$ cat config.mk
export PLATFORM = sky130hd
export DESIGN_NAME = sleep_queue_wake_scheduler
export DESIGN_NICKNAME = d
export VERILOG_FILES = /design/src/rtl/sqws_pkg.sv /design/src/rtl/sqws_ram.sv /design/src/rtl/sleep_queue_wake_scheduler.sv
export SDC_FILE = /design/constraint.sdc
export NUM_CORES = 2
export LEC_CHECK = 0
export ABC_AREA = 0
export CORE_UTILIZATION = 41
export CTS_BUF_LIST = sky130_fd_sc_hd__clkbuf_16
export CTS_CLUSTER_DIAMETER = 50
export DETAILED_ROUTE_END_ITERATION = 12
export DONT_BUFFER_PORTS = 1
export SLEW_MARGIN = 0
export SYNTH_ARGS = -nofsm -noshare
export SYNTH_HDL_FRONTEND = slang
export SYNTH_SLANG_ARGS = --single-unit
$ cat constraint.sdc
create_clock -name i_clk -period 5.75 [get_ports i_clk]
set_input_delay 0.2875 -clock i_clk [delete_from_list [all_inputs] [get_ports i_clk]]
set_output_delay 0.2875 -clock i_clk [all_outputs]
set_load 0.02 [all_outputs]
$ cat src/rtl/sqws_pkg.sv
// Shared types, constants and helpers for the sleep queue wake scheduler.
// No dependencies; imported by the scheduler top level and its testbench.
`timescale 1ns / 1ps

package sqws_pkg;

    localparam int QUEUE_DEPTH = 16;
    localparam int MAX_RESULTS = 16;

    localparam int TIME_W = 63;
    localparam int ID_W   = 8;
    localparam int PRIO_W = 6;

    localparam int PTR_W  = $clog2(QUEUE_DEPTH);
    localparam int CNT_W  = $clog2(QUEUE_DEPTH + 1);
    localparam int SUM_W  = CNT_W + 1;
    localparam int RCNT_W = $clog2(MAX_RESULTS + 1);

    localparam logic REQ_SLEEP  = 1'b0;
    localparam logic REQ_TICK   = 1'b1;
    localparam logic KIND_ACK   = 1'b0;
    localparam logic KIND_WOKEN = 1'b1;
    localparam logic STAT_OK    = 1'b0;
    localparam logic STAT_FULL  = 1'b1;

    typedef struct packed {
        logic [TIME_W-1:0] wake;
        logic [ID_W-1:0]   id;
        logic [PRIO_W-1:0] prio;
    } t_entry;

    localparam int ENTRY_W = $bits(t_entry);

    typedef struct packed {
        logic               we;
        logic [PTR_W-1:0]   waddr;
        t_entry             wdata;
        logic               re;
        logic [PTR_W-1:0]   raddr;
    } t_mem_req;

    // Map a queue position to a slot of the circular entry store.
    function automatic logic [PTR_W-1:0] phys_idx(input logic [PTR_W-1:0] head,
                                                  input logic [CNT_W-1:0] ofs);
        logic [SUM_W-1:0] s;
        s = SUM_W'(head) + SUM_W'(ofs);
        if (s >= SUM_W'(QUEUE_DEPTH)) begin
            s = s - SUM_W'(QUEUE_DEPTH);
        end
        return s[PTR_W-1:0];
    endfunction

    // True when the new entry sorts at or ahead of the stored one.
    function automatic logic goes_ahead(input t_entry nw, input t_entry old);
        return (nw.wake < old.wake) || ((nw.wake == old.wake) && (nw.prio >= old.prio));
    endfunction

endpackage

$ cat src/rtl/sqws_ram.sv
// Generic single-write, single-read RAM with registered read data.
// No dependencies.
`timescale 1ns / 1ps

module sqws_ram #(
    parameter int WIDTH = 8,
    parameter int DEPTH = 16
) (
    input  logic                     i_clk,
    input  logic                     i_we,
    input  logic [$clog2(DEPTH)-1:0] i_waddr,
    input  logic [WIDTH-1:0]         i_wdata,
    input  logic                     i_re,
    input  logic [$clog2(DEPTH)-1:0] i_raddr,
    output logic [WIDTH-1:0]         o_rdata
);

    logic [WIDTH-1:0] mem [DEPTH];
    logic [WIDTH-1:0] r_rdata;

    always_ff @(posedge i_clk) begin
        if (i_we) begin
            mem[i_waddr] <= i_wdata;
        end
        if (i_re) begin
            r_rdata <= mem[i_raddr];
        end
    end

    assign o_rdata = r_rdata;

endmodule

$ cat src/rtl/sleep_queue_wake_scheduler.sv
// Top level: sorted timer queue kept in a circular entry RAM, with the
// insert/release sequencer. Depends on sqws_pkg and sqws_ram.
//
//  channel   | handshake                | payload
//  ----------+--------------------------+----------------------------------------
//  request   | start, busy              | i_req_type, i_task_id, i_task_priority,
//            |                          | i_wake_time, i_current_time
//  result    | o_result_valid (1 cycle) | o_result_kind, o_status, o_woken_id,
//            |                          | o_woken_priority, o_last
//
// A request transfers on a rising edge with start high and busy low.
// Sleep: walks from the tail toward the head, reading each stored entry and
// moving it back one slot while the new entry goes ahead of it, then writes the
// new entry into the freed slot; a full queue answers the next cycle without
// raising busy. Tick: releases due entries from the head until the queue runs
// empty, the result limit is hit or an entry not yet due stops it. Each result
// shows the cycle after the step that makes it; one entry is touched per step.
// Reset empties the queue at once (head and count cleared); the RAM needs no pass.
// Results are never stalled; each one shows for exactly one cycle.
`timescale 1ns / 1ps

module sleep_queue_wake_scheduler (
    input  logic                       i_clk,
    input  logic                       i_rst_n,
    input  logic                       start,
    output logic                       busy,
    input  logic                       i_req_type,
    input  logic [sqws_pkg::ID_W-1:0]   i_task_id,
    input  logic [sqws_pkg::PRIO_W-1:0] i_task_priority,
    input  logic [sqws_pkg::TIME_W-1:0] i_wake_time,
    input  logic [sqws_pkg::TIME_W-1:0] i_current_time,
    output logic                       o_result_valid,
    output logic                       o_result_kind,
    output logic                       o_status,
    output logic [sqws_pkg::ID_W-1:0]   o_woken_id,
    output logic [sqws_pkg::PRIO_W-1:0] o_woken_priority,
    output logic                       o_last
);

    import sqws_pkg::*;

    typedef enum logic [2:0] {
        ST_IDLE,
        ST_SREAD,
        ST_SCMP,
        ST_TREAD,
        ST_TCMP
    } t_state;

    t_state               r_state, n_state;
    logic [PTR_W-1:0]     r_head, n_head;
    logic [CNT_W-1:0]     r_occ, n_occ;
    logic [CNT_W-1:0]     r_j, n_j;
    logic [RCNT_W-1:0]    r_cnt, n_cnt;
    t_entry               r_new, n_new;
    logic [TIME_W-1:0]    r_now, n_now;
    logic                 r_pend, n_pend;
    logic [ID_W-1:0]      r_pend_id, n_pend_id;
    logic [PRIO_W-1:0]    r_pend_prio, n_pend_prio;

    logic                 r_out_valid, n_out_valid;
    logic                 r_out_kind, n_out_kind;
    logic                 r_out_status, n_out_status;
    logic [ID_W-1:0]      r_out_id, n_out_id;
    logic [PRIO_W-1:0]    r_out_prio, n_out_prio;
    logic                 r_out_last, n_out_last;

    t_mem_req             mem_req;
    logic [ENTRY_W-1:0]   mem_rdata;
    t_entry               rd_entry;

    sqws_ram #(
        .WIDTH (ENTRY_W),
        .DEPTH (QUEUE_DEPTH)
    ) u_ram (
        .i_clk   (i_clk),
        .i_we    (mem_req.we),
        .i_waddr (mem_req.waddr),
        .i_wdata (mem_req.wdata),
        .i_re    (mem_req.re),
        .i_raddr (mem_req.raddr),
        .o_rdata (mem_rdata)
    );

    assign rd_entry = t_entry'(mem_rdata);
    assign busy     = (r_state != ST_IDLE);

    always_comb begin
        n_state      = r_state;
        n_head       = r_head;
        n_occ        = r_occ;
        n_j          = r_j;
        n_cnt        = r_cnt;
        n_new        = r_new;
        n_now        = r_now;
        n_pend       = r_pend;
        n_pend_id    = r_pend_id;
        n_pend_prio  = r_pend_prio;
        n_out_valid  = 1'b0;
        n_out_kind   = r_out_kind;
        n_out_status = r_out_status;
        n_out_id     = r_out_id;
        n_out_prio   = r_out_prio;
        n_out_last   = r_out_last;
        mem_req      = '0;

        unique case (r_state)
            ST_IDLE: begin
                if (start) begin
                    if (i_req_type == REQ_SLEEP) begin
                        if (r_occ == CNT_W'(QUEUE_DEPTH)) begin
                            n_out_valid  = 1'b1;
                            n_out_kind   = KIND_ACK;
                            n_out_status = STAT_FULL;
                            n_out_id     = '0;
                            n_out_prio   = '0;
                            n_out_last   = 1'b1;
                        end else begin
                            n_new.wake = i_wake_time;
                            n_new.id   = i_task_id;
                            n_new.prio = i_task_priority;
                            n_j        = r_occ;
                            n_state    = ST_SREAD;
                        end
                    end else begin
                        n_now   = i_current_time;
                        n_cnt   = '0;
                        n_pend  = 1'b0;
                        n_state = ST_TREAD;
                    end
                end
            end

            ST_SREAD: begin
                if (r_j == '0) begin
                    mem_req.we    = 1'b1;
                    mem_req.waddr = r_head;
                    mem_req.wdata = r_new;
                    n_occ         = r_occ + CNT_W'(1);
                    n_out_valid   = 1'b1;
                    n_out_kind    = KIND_ACK;
                    n_out_status  = STAT_OK;
                    n_out_id      = '0;
                    n_out_prio    = '0;
                    n_out_last    = 1'b1;
                    n_state       = ST_IDLE;
                end else begin
                    mem_req.re    = 1'b1;
                    mem_req.raddr = phys_idx(r_head, r_j - CNT_W'(1));
                    n_state       = ST_SCMP;
                end
            end

            ST_SCMP: begin
                mem_req.we    = 1'b1;
                mem_req.waddr = phys_idx(r_head, r_j);
                if (goes_ahead(r_new, rd_entry)) begin
                    // shift the stored entry back one slot and keep walking
                    mem_req.wdata = rd_entry;
                    n_j           = r_j - CNT_W'(1);
                    n_state       = ST_SREAD;
                end else begin
                    mem_req.wdata = r_new;
                    n_occ         = r_occ + CNT_W'(1);
                    n_out_valid   = 1'b1;
                    n_out_kind    = KIND_ACK;
                    n_out_status  = STAT_OK;
                    n_out_id      = '0;
                    n_out_prio    = '0;
                    n_out_last    = 1'b1;
                    n_state       = ST_IDLE;
                end
            end

            ST_TREAD: begin
                if ((r_occ == '0) || (r_cnt == RCNT_W'(MAX_RESULTS))) begin
                    if (r_pend) begin
                        n_out_valid  = 1'b1;
                        n_out_kind   = KIND_WOKEN;
                        n_out_status = STAT_OK;
                        n_out_id     = r_pend_id;
                        n_out_prio   = r_pend_prio;
                        n_out_last   = 1'b1;
                    end
                    n_state = ST_IDLE;
                end else begin
                    mem_req.re    = 1'b1;
                    mem_req.raddr = r_head;
                    n_state       = ST_TCMP;
                end
            end

            ST_TCMP: begin
                if (rd_entry.wake <= r_now) begin
                    // hold the due entry back until the next check so its last flag is known
                    if (r_pend) begin
                        n_out_valid  = 1'b1;
                        n_out_kind   = KIND_WOKEN;
                        n_out_status = STAT_OK;
                        n_out_id     = r_pend_id;
                        n_out_prio   = r_pend_prio;
                        n_out_last   = 1'b0;
                    end
                    n_pend      = 1'b1;
                    n_pend_id   = rd_entry.id;
                    n_pend_prio = rd_entry.prio;
                    n_head      = phys_idx(r_head, CNT_W'(1));
                    n_occ       = r_occ - CNT_W'(1);
                    n_cnt       = r_cnt + RCNT_W'(1);
                    n_state     = ST_TREAD;
                end else begin
                    if (r_pend) begin
                        n_out_valid  = 1'b1;
                        n_out_kind   = KIND_WOKEN;
                        n_out_status = STAT_OK;
                        n_out_id     = r_pend_id;
                        n_out_prio   = r_pend_prio;
                        n_out_last   = 1'b1;
                    end
                    n_state = ST_IDLE;
                end
            end

            default: begin
                n_state = ST_IDLE;
            end
        endcase
    end

    always_ff @(posedge i_clk) begin
        if (!i_rst_n) begin
            r_state     <= ST_IDLE;
            r_head      <= '0;
            r_occ       <= '0;
            r_j         <= '0;
            r_cnt       <= '0;
            r_pend      <= 1'b0;
            r_out_valid <= 1'b0;
        end else begin
            r_state     <= n_state;
            r_head      <= n_head;
            r_occ       <= n_occ;
            r_j         <= n_j;
            r_cnt       <= n_cnt;
            r_pend      <= n_pend;
            r_out_valid <= n_out_valid;
        end
        r_new        <= n_new;
        r_now        <= n_now;
        r_pend_id    <= n_pend_id;
        r_pend_prio  <= n_pend_prio;
        r_out_kind   <= n_out_kind;
        r_out_status <= n_out_status;
        r_out_id     <= n_out_id;
        r_out_prio   <= n_out_prio;
        r_out_last   <= n_out_last;
    end

    assign o_result_valid   = r_out_valid;
    assign o_result_kind    = r_out_kind;
    assign o_status         = r_out_status;
    assign o_woken_id       = r_out_id;
    assign o_woken_priority = r_out_prio;
    assign o_last           = r_out_last;

endmodule

==> metrics.csv <==
stage,metric,value,unit
placement,place_hpwl,88600,um
finish,seqCellArea,44900,um^2
synthesis,synthFlopType,edfxtp_1,
timing,setup_tns,0,ns
finish,multiInputGateArea,15400,um^2
placement,io_buffer_count,0,
cts,clock_latency,0.80,ns
global_route,top_usage_layer,met2,
synthesis,synth_cells,4363,
cts,clock_tree.root_cell,clkbuf_16,
finish,utilization,47.3,%
timing,rsz0062_at_grt,false,
synthesis,synth_top_family_by_area,compound AO/OA/AOI/OAI gates,
run_status,status,completed,
die,die-height,392,um
die,io_pins,163,
synthesis,synth_nets,4655,
setup_path,cp_slowest_stage_delay,1.14,ns
finish,area_growth,14.1,%
power,p_int,19600,uW
setup_path,cp_cell_sequence,inv_1 -> ha_1 -> nand4_1 -> nor4_1 -> nand4_1 -> a211oi_2 -> a2111o_1 -> o21ai_4 -> buf_4 -> nor4b_4 -> o21a_1,
die,row_count,142,
die,die_w,392,um
global_route,antenna_found_initial,28,
min_path,min_path_type,input pin to flop,
global_route,grtUsageTotal,21.4,%
cts,cts.sinks,1504,
route,first_pass_iters,6,
timing,final-max-slew-violation-count,0,
route,ant_nets,0,
synthesis,syn-cell-area,62300,um^2
synthesis,synth-adder-area-share,3.01,%
setup_path,worstPathRequired,6.26,ns
synthesis,synth_edf_count,1480,
die,die-area,154000,um^2
setup_path,cp-end-kind,flop,
setup_path,path_buf_inv,2,
timing,timing.final.crit_share,89.2,%
placement,post_dp_cell_area,64500,um^2
synthesis,synth-seq-cells,1504,
global_route,grt_overflow_total,0,
route,wl,165000,um
synthesis,seq_area_frac_synth,72.1,%
timing,min_period,5.13,ns
synthesis,synth_compound_area_share,12.4,%
timing,tightest_slew,1.33,ns
setup_path,critical_path.top_delay_family,simple AND/OR/NAND/NOR gates,
placement,routabilityCongestion,0.792,
cts,cts_tree,yes,
route,post_drt_wl_per_cell,25.0,um
synthesis,synth.area.mux_share,0.337,%
global_route,grtUsageMet3,5.28,%
timing,fin_worst_skew,0.0375,ns
timing,hold-worst-slack,0.0566,ns
route,num_vias,37500,
die,start_util,41.5,%
route,first_iter_violations,3435,
finish,layout_commonest_cell,edfxtp_1,
cts,clk_pin_slew,0.06,ns
setup_path,crit_top_cell,nand4_1,
global_route,grt_pass1_wl,240000,um
die,core-area,150000,um^2
synthesis,yosys_warnings,0,
setup_path,cp_max_fo,24,
route,route.detailed.drc,0,
cts,cts_buffers,161,
setup_path,crit_slowest_cell,nor4b_4,
synthesis,syn_avg_cell_area,14.3,um^2
finish,layout_common_cells,"edfxtp_1, nand2_1, a211oi_1",
cts,cts_setup_buffers,0,
power,power_density,374,nW/um^2
power,power,26600,uW
finish,drive_above_1_share,7.58,%
finish,fill_cells,13000,
global_route,grt_pass1_vias,35700,
finish,final_cell_area,71100,um^2
power,p_switching,7010,uW
global_route,grt_max_degree,185,
power,pwr-share-clk,37.7,%
timing,setup_viol,0,
power,switching_share,26.4,%
power,p_comb_share,13.0,%
power,seqPwrFrac,49.3,%
synthesis,synth_xor_area_share,0.155,%
finish,fin_nets,4752,
synthesis,ys_types,72,
power,ir_drop,0.320,mV
power,leakagePower,0.0239,uW
setup_path,start_kind,flop,
global_route,use_met1,29.6,%
setup_path,arrival,5.64,ns
cts,postCtsResizedCells,0,
timing,slew_headroom,11.4,%
timing,fmax,195,MHz
setup_path,critPathKind,flop to flop,
route,drt-vias-per-instance,5.67,
synthesis,synth-simple-area-share,8.58,%
run,maxCapViolations,0,
synthesis,async_flop_share,0,%
timing,hold_viol,0,
cts,clk_path_buf_depth,3,
cts,cts.htree.levels,4,
global_route,globalRouteMet2Util,33.7,%
## power by group through the flow
| stage | Sequential, uW | Combinational (uW) | Clock [uW] |
|---|---|---|---|
| 2_1_floorplan | 13200 | 2420 | 0 |
| 3_3_place_gp | 13300 | 3310 | 0 |
| 3_5_place_dp | 13300 | 3350 | 0 |
| 4_1_cts | 13100 | 3470 | 10200 |
| 5_1_grt | 13100 | 3810 | 10600 |
| 6_report | 13100 | 3450 | 10000 |
## routing by layer
metal,vias to the layer above,share of wire (%)
li1,17000,-
met1,19000,43
met2,1297,47
met3,255,8.4
met4,24,2.2
met5,-,0.090
## area by class of cell
class                           count  share of cell area [%]
Antenna cell                        8                  0.0282
Timing Repair Buffer              222                    3.45
Sequential cell                  1504                    63.2
Inverter                          157                   0.836
Tap cell                         2016                    3.55
Clock inverter                    134                    1.57
Clock buffer                      161                    5.67
Multi-Input combinational cell   2414                    21.7
## tightest hold or removal path, cell delays in order
cell	delay (ns)
nand3_1	0.28
nand2_1	0.17
a21oi_1	0.07
## flip-flops by register name, summed over array words and instances (netlist names), 3 cells and up
| signal | cells |
|---|---|
| r_state | 3 |
| r_new | 77 |
| r_now | 63 |
| r_j | 5 |
| r_pend_prio | 6 |
| u_ram.o_rdata | 77 |
| r_head | 4 |
| r_pend_id | 8 |
| o_woken_priority | 6 |
| r_cnt | 5 |
| o_woken_id | 8 |
| r_occ | 5 |
| u_ram.mem | 1232 |
## worst paths after layout
check / depth (start not counted) / end / startpoint / slack (ns)
min reg2reg: 2 / r_cnt[4]$_SDFFE_PN0P_ / r_cnt[4]$_SDFFE_PN0P_ / 0.49
max reg2reg: 11 / o_last$_DFFE_PP_ / u_ram.o_rdata[44]$_DFFE_PP_ / 0.62
min: 3 / r_pend$_SDFFE_PN0P_ / start / 0.06
max: 11 / o_last$_DFFE_PP_ / u_ram.o_rdata[44]$_DFFE_PP_ / 0.62
## cells by family after synthesis
kind of cell	Yosys count
flip-flops	1504
buffers and inverters	445
AND/OR/NAND/NOR	1142
XOR/XNOR	11
AO/OA/AOI/OAI	1092
multiplexers	21
adder cells (fa/ha/maj)	148
## Yosys cell counts (24+ instances only)
library cell	n	area share [%]
edfxtp_1	1480	71
nand2_1	681	4.1
a211oi_1	393	4.7
and2_0	253	2.5
a21oi_1	217	1.7
a31oi_1	157	1.6
inv_1	156	0.94
a311oi_1	155	2.2
ha_1	145	2.9
buf_2	116	0.93
clkbuf_1	104	0.63
a22o_1	78	1.1
nor2_1	60	0.36
and2_1	58	0.58
o21ai_0	32	0.26
buf_4	26	0.31
nand3_1	25	0.20
dfxtp_1	24	0.77
## timing repair
| item | 4_1_cts | 5_1_grt |
|---|---|---|
| endpoints found under the hold margin | 164 | 0 |
| setup endpoints to repair | 0 | 0 |
| hold buffers | 144 | 0 |
## stage by stage
stage / std cells / setup slack (ns)
after global placement: 6169 / 0.815
after floorplan: 4363 / 0.196
after global routing: 6611 / 0.460
final: 6616 / 0.624
after CTS: 6608 / 0.713
after detailed placement: 6169 / 0.750
Power figures use the tool's default switching activity.
